### config.mk
export PLATFORM = sky130hd
export DESIGN_NAME = stable_priority_queue_core
export DESIGN_NICKNAME = d
export VERILOG_FILES = /design/src/hw/rtl/spq_pkg.sv /design/src/hw/rtl/stable_priority_queue_core.sv /design/src/hw/rtl/spq_cell.sv
export SDC_FILE = /design/constraint.sdc
export NUM_CORES = 2
export LEC_CHECK = 0
export BUFFER_PORTS_ARGS = -buffer_cell sky130_fd_sc_hd__buf_2
export CAP_MARGIN = 20
export CORE_UTILIZATION = 46
export CTS_CLUSTER_SIZE = 14
export DETAILED_ROUTE_END_ITERATION = 12
export GPL_TIMING_DRIVEN = 1
export PLACE_DENSITY_LB_ADDON = 0.1
export SLEW_MARGIN = 20
export SYNTH_ARGS = -nofsm -noshare
export SYNTH_HDL_FRONTEND = slang
export SYNTH_SLANG_ARGS = --single-unit
### constraint.sdc
create_clock -name clk_i -period 11.3 [get_ports clk_i]
set_input_delay 1.695 -clock clk_i [delete_from_list [all_inputs] [get_ports clk_i]]
set_output_delay 1.695 -clock clk_i [all_outputs]
set_load 0.005 [all_outputs]
### src/hw/rtl/spq_pkg.sv
// ----------------------------------------------------------------------------
// spq_pkg
// Shared types and constants for the stable sorted-list priority queue.
// ----------------------------------------------------------------------------
package spq_pkg;

  localparam int unsigned DataW = 32;

  // Request kind carried on the input tuser bit
  typedef enum logic {
    KIND_INSERT = 1'b0,
    KIND_REMOVE = 1'b1
  } kind_e;

  // Result status codes
  typedef enum logic [1:0] {
    ST_OK    = 2'd0,
    ST_FULL  = 2'd1,
    ST_EMPTY = 2'd2
  } status_e;

  // Per-cycle command broadcast to every cell of the row
  typedef struct packed {
    logic ins;  // place the new entry, shift the tail back
    logic rem;  // shift the whole row toward the head
  } cell_ctl_t;

endpackage

### src/hw/rtl/stable_priority_queue_core.sv
// ----------------------------------------------------------------------------
// stable_priority_queue_core
// Priority queue kept sorted by ascending signed weight in a row of cells.
// ----------------------------------------------------------------------------
// Usage:
//   Input channel s_axis: tuser is the request kind (0 insert, 1 remove),
//   tdata carries value and weight. Every request yields one result on
//   m_axis: data_out, status and now_empty.
//   An insert goes behind all stored entries of equal or lower weight, so
//   equal weights leave in arrival order. A remove returns the head value.
//   An insert into a full queue is dropped with status FULL; a remove on an
//   empty queue returns zero data with status EMPTY.
// Timing:
//   One request per cycle while results are taken. Every cell compares
//   against the broadcast weight and shifts in the same cycle, so the
//   CAPACITY cells update together on an insert or remove. The result
//   appears in the cycle after acceptance, held in an output register.
// Reset and stall:
//   Reset empties the queue and drops any pending result. While the receiver
//   stalls, the output register holds its result and s_axis_tready drops, so
//   no request is accepted until the result is taken.
// ----------------------------------------------------------------------------
module stable_priority_queue_core
  import spq_pkg::*;
#(
  parameter int unsigned CAPACITY = 16
) (
  input  logic        clk_i,
  input  logic        rst_ni,
  input  logic        s_axis_tvalid_i,
  output logic        s_axis_tready_o,
  input  logic [63:0] s_axis_tdata_i,   // [31:0] value, [63:32] weight
  input  logic        s_axis_tuser_i,   // [0] kind
  output logic        m_axis_tvalid_o,
  input  logic        m_axis_tready_i,
  output logic [39:0] m_axis_tdata_o    // [31:0] data_out, [33:32] status,
                                        // [34] now_empty, [39:35] zero
);

  localparam int unsigned CntW = $clog2(CAPACITY + 1);

  logic                    req_fire;
  kind_e                   req_kind;
  logic signed [DataW-1:0] req_value;
  logic signed [DataW-1:0] req_weight;
  logic                    is_full;
  logic                    is_empty;
  cell_ctl_t               ctl;

  logic [CntW-1:0] count_q, count_d;
  logic            out_valid_q, out_valid_d;
  logic [DataW-1:0] out_data_q, out_data_d;
  status_e         out_status_q, out_status_d;
  logic            out_empty_q, out_empty_d;

  logic                    occ    [CAPACITY];
  logic                    gt     [CAPACITY];
  logic signed [DataW-1:0] values [CAPACITY];
  logic signed [DataW-1:0] weights[CAPACITY];

  // Unpack request
  assign req_fire   = s_axis_tvalid_i && s_axis_tready_o;
  assign req_kind   = kind_e'(s_axis_tuser_i);
  assign req_value  = s_axis_tdata_i[DataW-1:0];
  assign req_weight = s_axis_tdata_i[2*DataW-1:DataW];

  assign is_full  = (count_q == CntW'(CAPACITY));
  assign is_empty = (count_q == '0);

  // Accept while the output slot is free or being drained
  assign s_axis_tready_o = !out_valid_q || m_axis_tready_i;

  // Broadcast command to the row
  always_comb begin
    ctl.ins = req_fire && (req_kind == KIND_INSERT) && !is_full;
    ctl.rem = req_fire && (req_kind == KIND_REMOVE) && !is_empty;
  end

  // Row of cells, head at index zero
  for (genvar i = 0; i < CAPACITY; i++) begin : g_cell
    logic                    prev_gt;
    logic signed [DataW-1:0] prev_value;
    logic signed [DataW-1:0] prev_weight;
    logic signed [DataW-1:0] next_value;
    logic signed [DataW-1:0] next_weight;

    assign occ[i] = (CntW'(i) < count_q);

    if (i == 0) begin : g_head
      assign prev_gt     = 1'b0;
      assign prev_value  = '0;
      assign prev_weight = '0;
    end else begin : g_mid
      assign prev_gt     = gt[i-1];
      assign prev_value  = values[i-1];
      assign prev_weight = weights[i-1];
    end

    if (i == CAPACITY - 1) begin : g_tail
      assign next_value  = '0;
      assign next_weight = '0;
    end else begin : g_body
      assign next_value  = values[i+1];
      assign next_weight = weights[i+1];
    end

    spq_cell u_cell (
      .clk_i         (clk_i),
      .ctl_i         (ctl),
      .occ_i         (occ[i]),
      .new_value_i   (req_value),
      .new_weight_i  (req_weight),
      .prev_gt_i     (prev_gt),
      .prev_value_i  (prev_value),
      .prev_weight_i (prev_weight),
      .next_value_i  (next_value),
      .next_weight_i (next_weight),
      .gt_o          (gt[i]),
      .value_o       (values[i]),
      .weight_o      (weights[i])
    );
  end

  // Advance fill count and build the result
  always_comb begin
    count_d      = count_q;
    out_valid_d  = out_valid_q;
    out_data_d   = out_data_q;
    out_status_d = out_status_q;
    out_empty_d  = out_empty_q;
    if (ctl.ins) begin
      count_d = count_q + CntW'(1);
    end else if (ctl.rem) begin
      count_d = count_q - CntW'(1);
    end
    if (m_axis_tready_i) begin
      out_valid_d = 1'b0;
    end
    if (req_fire) begin
      out_valid_d  = 1'b1;
      out_data_d   = ctl.rem ? values[0] : '0;
      out_empty_d  = (count_d == '0);
      case (req_kind)
        KIND_INSERT: out_status_d = is_full ? ST_FULL : ST_OK;
        KIND_REMOVE: out_status_d = is_empty ? ST_EMPTY : ST_OK;
        default:     out_status_d = ST_OK;
      endcase
    end
  end

  always_ff @(posedge clk_i or negedge rst_ni) begin
    if (!rst_ni) begin
      count_q     <= '0;
      out_valid_q <= 1'b0;
    end else begin
      count_q     <= count_d;
      out_valid_q <= out_valid_d;
    end
  end

  // Hold result payload
  always_ff @(posedge clk_i) begin
    out_data_q   <= out_data_d;
    out_status_q <= out_status_d;
    out_empty_q  <= out_empty_d;
  end

  assign m_axis_tvalid_o = out_valid_q;
  assign m_axis_tdata_o  = {5'b0, out_empty_q, out_status_q, out_data_q};

endmodule

### src/hw/rtl/spq_cell.sv
// ----------------------------------------------------------------------------
// spq_cell
// One slot of the sorted row: holds a value and a weight, compares its weight
// against the incoming one and takes data from itself, a neighbor or the bus.
// ----------------------------------------------------------------------------
module spq_cell
  import spq_pkg::*;
(
  input  logic                    clk_i,
  input  cell_ctl_t               ctl_i,
  input  logic                    occ_i,        // slot holds a live entry
  input  logic signed [DataW-1:0] new_value_i,
  input  logic signed [DataW-1:0] new_weight_i,
  input  logic                    prev_gt_i,    // neighbor toward head yields
  input  logic signed [DataW-1:0] prev_value_i,
  input  logic signed [DataW-1:0] prev_weight_i,
  input  logic signed [DataW-1:0] next_value_i,
  input  logic signed [DataW-1:0] next_weight_i,
  output logic                    gt_o,
  output logic signed [DataW-1:0] value_o,
  output logic signed [DataW-1:0] weight_o
);

  logic signed [DataW-1:0] value_q, value_d;
  logic signed [DataW-1:0] weight_q, weight_d;

  // Slot yields when empty or its weight is strictly above the new one
  assign gt_o = !occ_i || (weight_q > new_weight_i);

  // Select next slot contents
  always_comb begin
    value_d  = value_q;
    weight_d = weight_q;
    if (ctl_i.ins && gt_o) begin
      if (prev_gt_i) begin
        value_d  = prev_value_i;
        weight_d = prev_weight_i;
      end else begin
        value_d  = new_value_i;
        weight_d = new_weight_i;
      end
    end else if (ctl_i.rem) begin
      value_d  = next_value_i;
      weight_d = next_weight_i;
    end
  end

  always_ff @(posedge clk_i) begin
    value_q  <= value_d;
    weight_q <= weight_d;
  end

  assign value_o  = value_q;
  assign weight_o = weight_q;

endmodule

==> results.md <==
- Clk_lat worst skew: 0.80 ns
- R2r startpoint: g_cell[12].u_cell.weight_o[31]
- Number of synthesized flops with an enable pin: 1059
- Initial antenna violation count: 21
- Maxcap violations: 0
- Wire per inst: 32.5 microns
- Layout cell share with drive strength beyond 1: 0.119
- Die Y: 380 microns
- Highest Clock Rate: 143 MHz
- Cell Area, Synth: 0.0659 sq mm
- WP data arrival: 7.48 ns
- CTS Sinks: 1065
- Clk Tree Root Cell: clkbuf_16
- Core area: 0.142 sq mm
- Total power: 14.3 mW
- Synth warnings: 0
- Fillcell total: 12800
- Remaining DRCs: 0
- First-pass GRT wire length: 367000 microns
- CP startpoint: s_axis_tdata_i[51]
- Clk pin slew, worst setup/hold paths: 0.06 ns
- H-tree lvl count: 3
- Skew final: 0.0498 ns
- Post-Syn Instances: 6080
- Routed wl met3: 27300 microns
- CTS Hold Bufs: 0
- CTS Buf Count: 120
- M1 wire length: 108000 microns
- Fin nets: 6529
- Antenna-violating nets left: 0
- Max VDD drop: 0.000175 V
- Hpwl dp: 160000 microns
- IO buf count: 105
- Ports: 111
- Iteration-0 DRC Markers: 7167
- Yosys reg bits: 1065
- Tightest Pin Transition: 1.31 ns
- Routed wl met2: 112000 microns
- P_leak: 28.2 nW
- Req. time, crit path: 11.81 ns
- R2R depth: 11
- DRT Pass-1 Iters: 6
- Status: completed
- Largest net degree at the start of global routing: 79
- Worst setup SP type: input port
- Vias in the first global route: 51000
- Post-CTS Resized: 0
- PwrDens: 199 mW/mm^2
- Most frequent cells in the layout: edfxtp_1, mux2i_1, a21oi_1, nor2_1, ha_1
- R2R setup slack: 5.61 ns
- Minimum clock period: 6.97 ns
- Grt ovf: 0
- GP Congestion: 0.996
- Worst slew margin: 0.115
- Post-synth cell types: 75
- HP Class: register to register
- Post-Route WL: 258000 microns
- Synthesis-to-layout area growth: 9.20%
- CP endpoint: g_cell[13].u_cell.weight_o[21]
- RSZ-0062 raised after global routing: false
- Setup Buffers After CTS: 0
- CTS tree: built
- Chip Width: 380 microns
- Async SR Flop Fraction: 0.00563
- Starting Density: 0.465
- Commonest non-fill, non-tap cell in the layout: edfxtp_1
- Bufs on Longest Clock Path: 3
- Sequential area share after synthesis: 0.485
- Max FO, Critical Path: 32
- Fin. max-slew vios: 0
- Die Footprint: 0.145 sq mm
- Routed vias: 52900
- Reg2reg end: g_cell[13].u_cell.weight_o[21]
- Syn_area_per_cell: 10.8 sq um
- Main synth FF type: edfxtp_1
- Final hold violations: 0
- CP Capture Type: register
- # setup viols final: 0
- WS Path Type: input port to register
- Max layer used: met5
- Aggregate global-route resource usage: 0.347
- Final period utilization: 0.617
- Setup TNS: 0 ns
- Rows: 138
- Vias/cell: 6.67
[final cells by class]
class	instances	area, sq um	area share
Sequential cell	1065	32000	0.444
Clock inverter	70	696	0.00967
Timing Repair Buffer	228	1520	0.0211
Tap cell	1890	2360	0.0329
Antenna cell	4	10.0	0.000139
Clock buffer	143	3090	0.0429
Multi-Input combinational cell	4468	32100	0.446
Inverter	62	233	0.00324
[worst max-delay path: stages]
cell	delay (ns)
buf_2	0.37
inv_1	0.48
ha_1	0.49
nand4_1	0.18
nor4_1	1.02
or2_2	0.26
o31ai_1	0.09
nor2b_1	0.22
nor3_4	0.65
buf_4	0.74
buf_4	0.55
mux2_2	0.39
mux2_2	0.26
[cell families after synthesis]
| group | count (synthesis) | share of synthesized area |
|---|---|---|
| multiplexers | 862 | 0.136 |
| other | 1 | 0.0000569 |
| buffers and inverters | 551 | 0.0360 |
| AO/OA/AOI/OAI | 1638 | 0.146 |
| adder cells (fa/ha/maj) | 515 | 0.0978 |
| AND/OR/NAND/NOR | 1445 | 0.0986 |
| XOR/XNOR | 3 | 0.000399 |
| flip-flops | 1065 | 0.485 |
[cell usage after synthesis (all sizes together), types with 5 or more instances]
| cell type | instances | area, sq um |
|---|---|---|
| and4 | 11 | 96.3 |
| o21ai | 533 | 2670 |
| nor4 | 19 | 119 |
| o211ai | 18 | 135 |
| edfxtp | 1059 | 31800 |
| a31oi | 131 | 820 |
| and2 | 36 | 225 |
| mux2i | 607 | 6080 |
| a2111oi | 5 | 43.8 |
| a21boi | 6 | 45.0 |
| o21a | 15 | 113 |
| nor2b | 20 | 125 |
| o31a | 6 | 52.6 |
| o31ai | 7 | 52.6 |
| mux2 | 255 | 2870 |
| nand2b | 22 | 138 |
| dfrtp | 6 | 150 |
| a2bb2oi | 63 | 552 |
| nand3 | 39 | 195 |
| or2 | 6 | 37.5 |
| nand2 | 448 | 1680 |
| a221oi | 134 | 1180 |
| buf | 136 | 810 |
| inv | 62 | 233 |
| ha | 515 | 6440 |
| a21o | 56 | 420 |
| nor3 | 20 | 111 |
| a211o | 9 | 78.8 |
| nand4 | 100 | 626 |
| nor2 | 575 | 2170 |
| clkbuf | 353 | 1330 |
| a21oi | 608 | 3060 |
| a211oi | 17 | 133 |
| and3 | 129 | 807 |
[power by group]
group	internal [mW]	switching, mW
clock	2.17	1.75
sequential	5.14	0.439
combinational	1.59	3.21
total	8.90	5.40
[through the flow]
step | cell area [sq um] | std cells | utilization | setup WS, ns | hold WS [ns]
after CTS | 71800 | 7923 | 0.507 | 4.65 | 0.553
after global routing | 71900 | 7926 | 0.507 | 4.38 | 0.578
after floorplan | 65900 | 6084 | - | 2.19 | 0.515
after global placement | 68000 | 7710 | 0.480 | 3.87 | 0.528
final | 71900 | 7930 | 0.507 | 4.33 | 0.557
after detailed placement | 68100 | 7710 | 0.480 | 3.88 | 0.542
[flip-flops by register name (all words and copies together), names as in the netlist]
signal	flops
g_cell.u_cell.value_o	512
g_cell.u_cell.weight_o	512
out_data_q	32
count_q	5
out_status_q	2
m_axis_tvalid_o	1
out_empty_q	1
[worst min-delay path by stage]
stage,start,end,depth (start not counted)
after floorplan,g_cell[13].u_cell.value_o[0],g_cell[12].u_cell.value_o[0],2
after global placement,g_cell[13].u_cell.value_o[1],g_cell[12].u_cell.value_o[1],2
after detailed placement,g_cell[13].u_cell.value_o[7],g_cell[12].u_cell.value_o[7],2
after CTS,g_cell[5].u_cell.value_o[12],g_cell[4].u_cell.value_o[12],2
after global routing,g_cell[7].u_cell.value_o[14],g_cell[6].u_cell.value_o[14],2
final,g_cell[5].u_cell.value_o[24],g_cell[4].u_cell.value_o[24],2
[metal layers]
metal	vias to the layer above	track usage
met3	609	0.0662
met5	-	0
li1	22800	-
met1	26400	0.491
met2	3075	0.528
met4	6	0.123
Power figures use the tool's default switching activity.
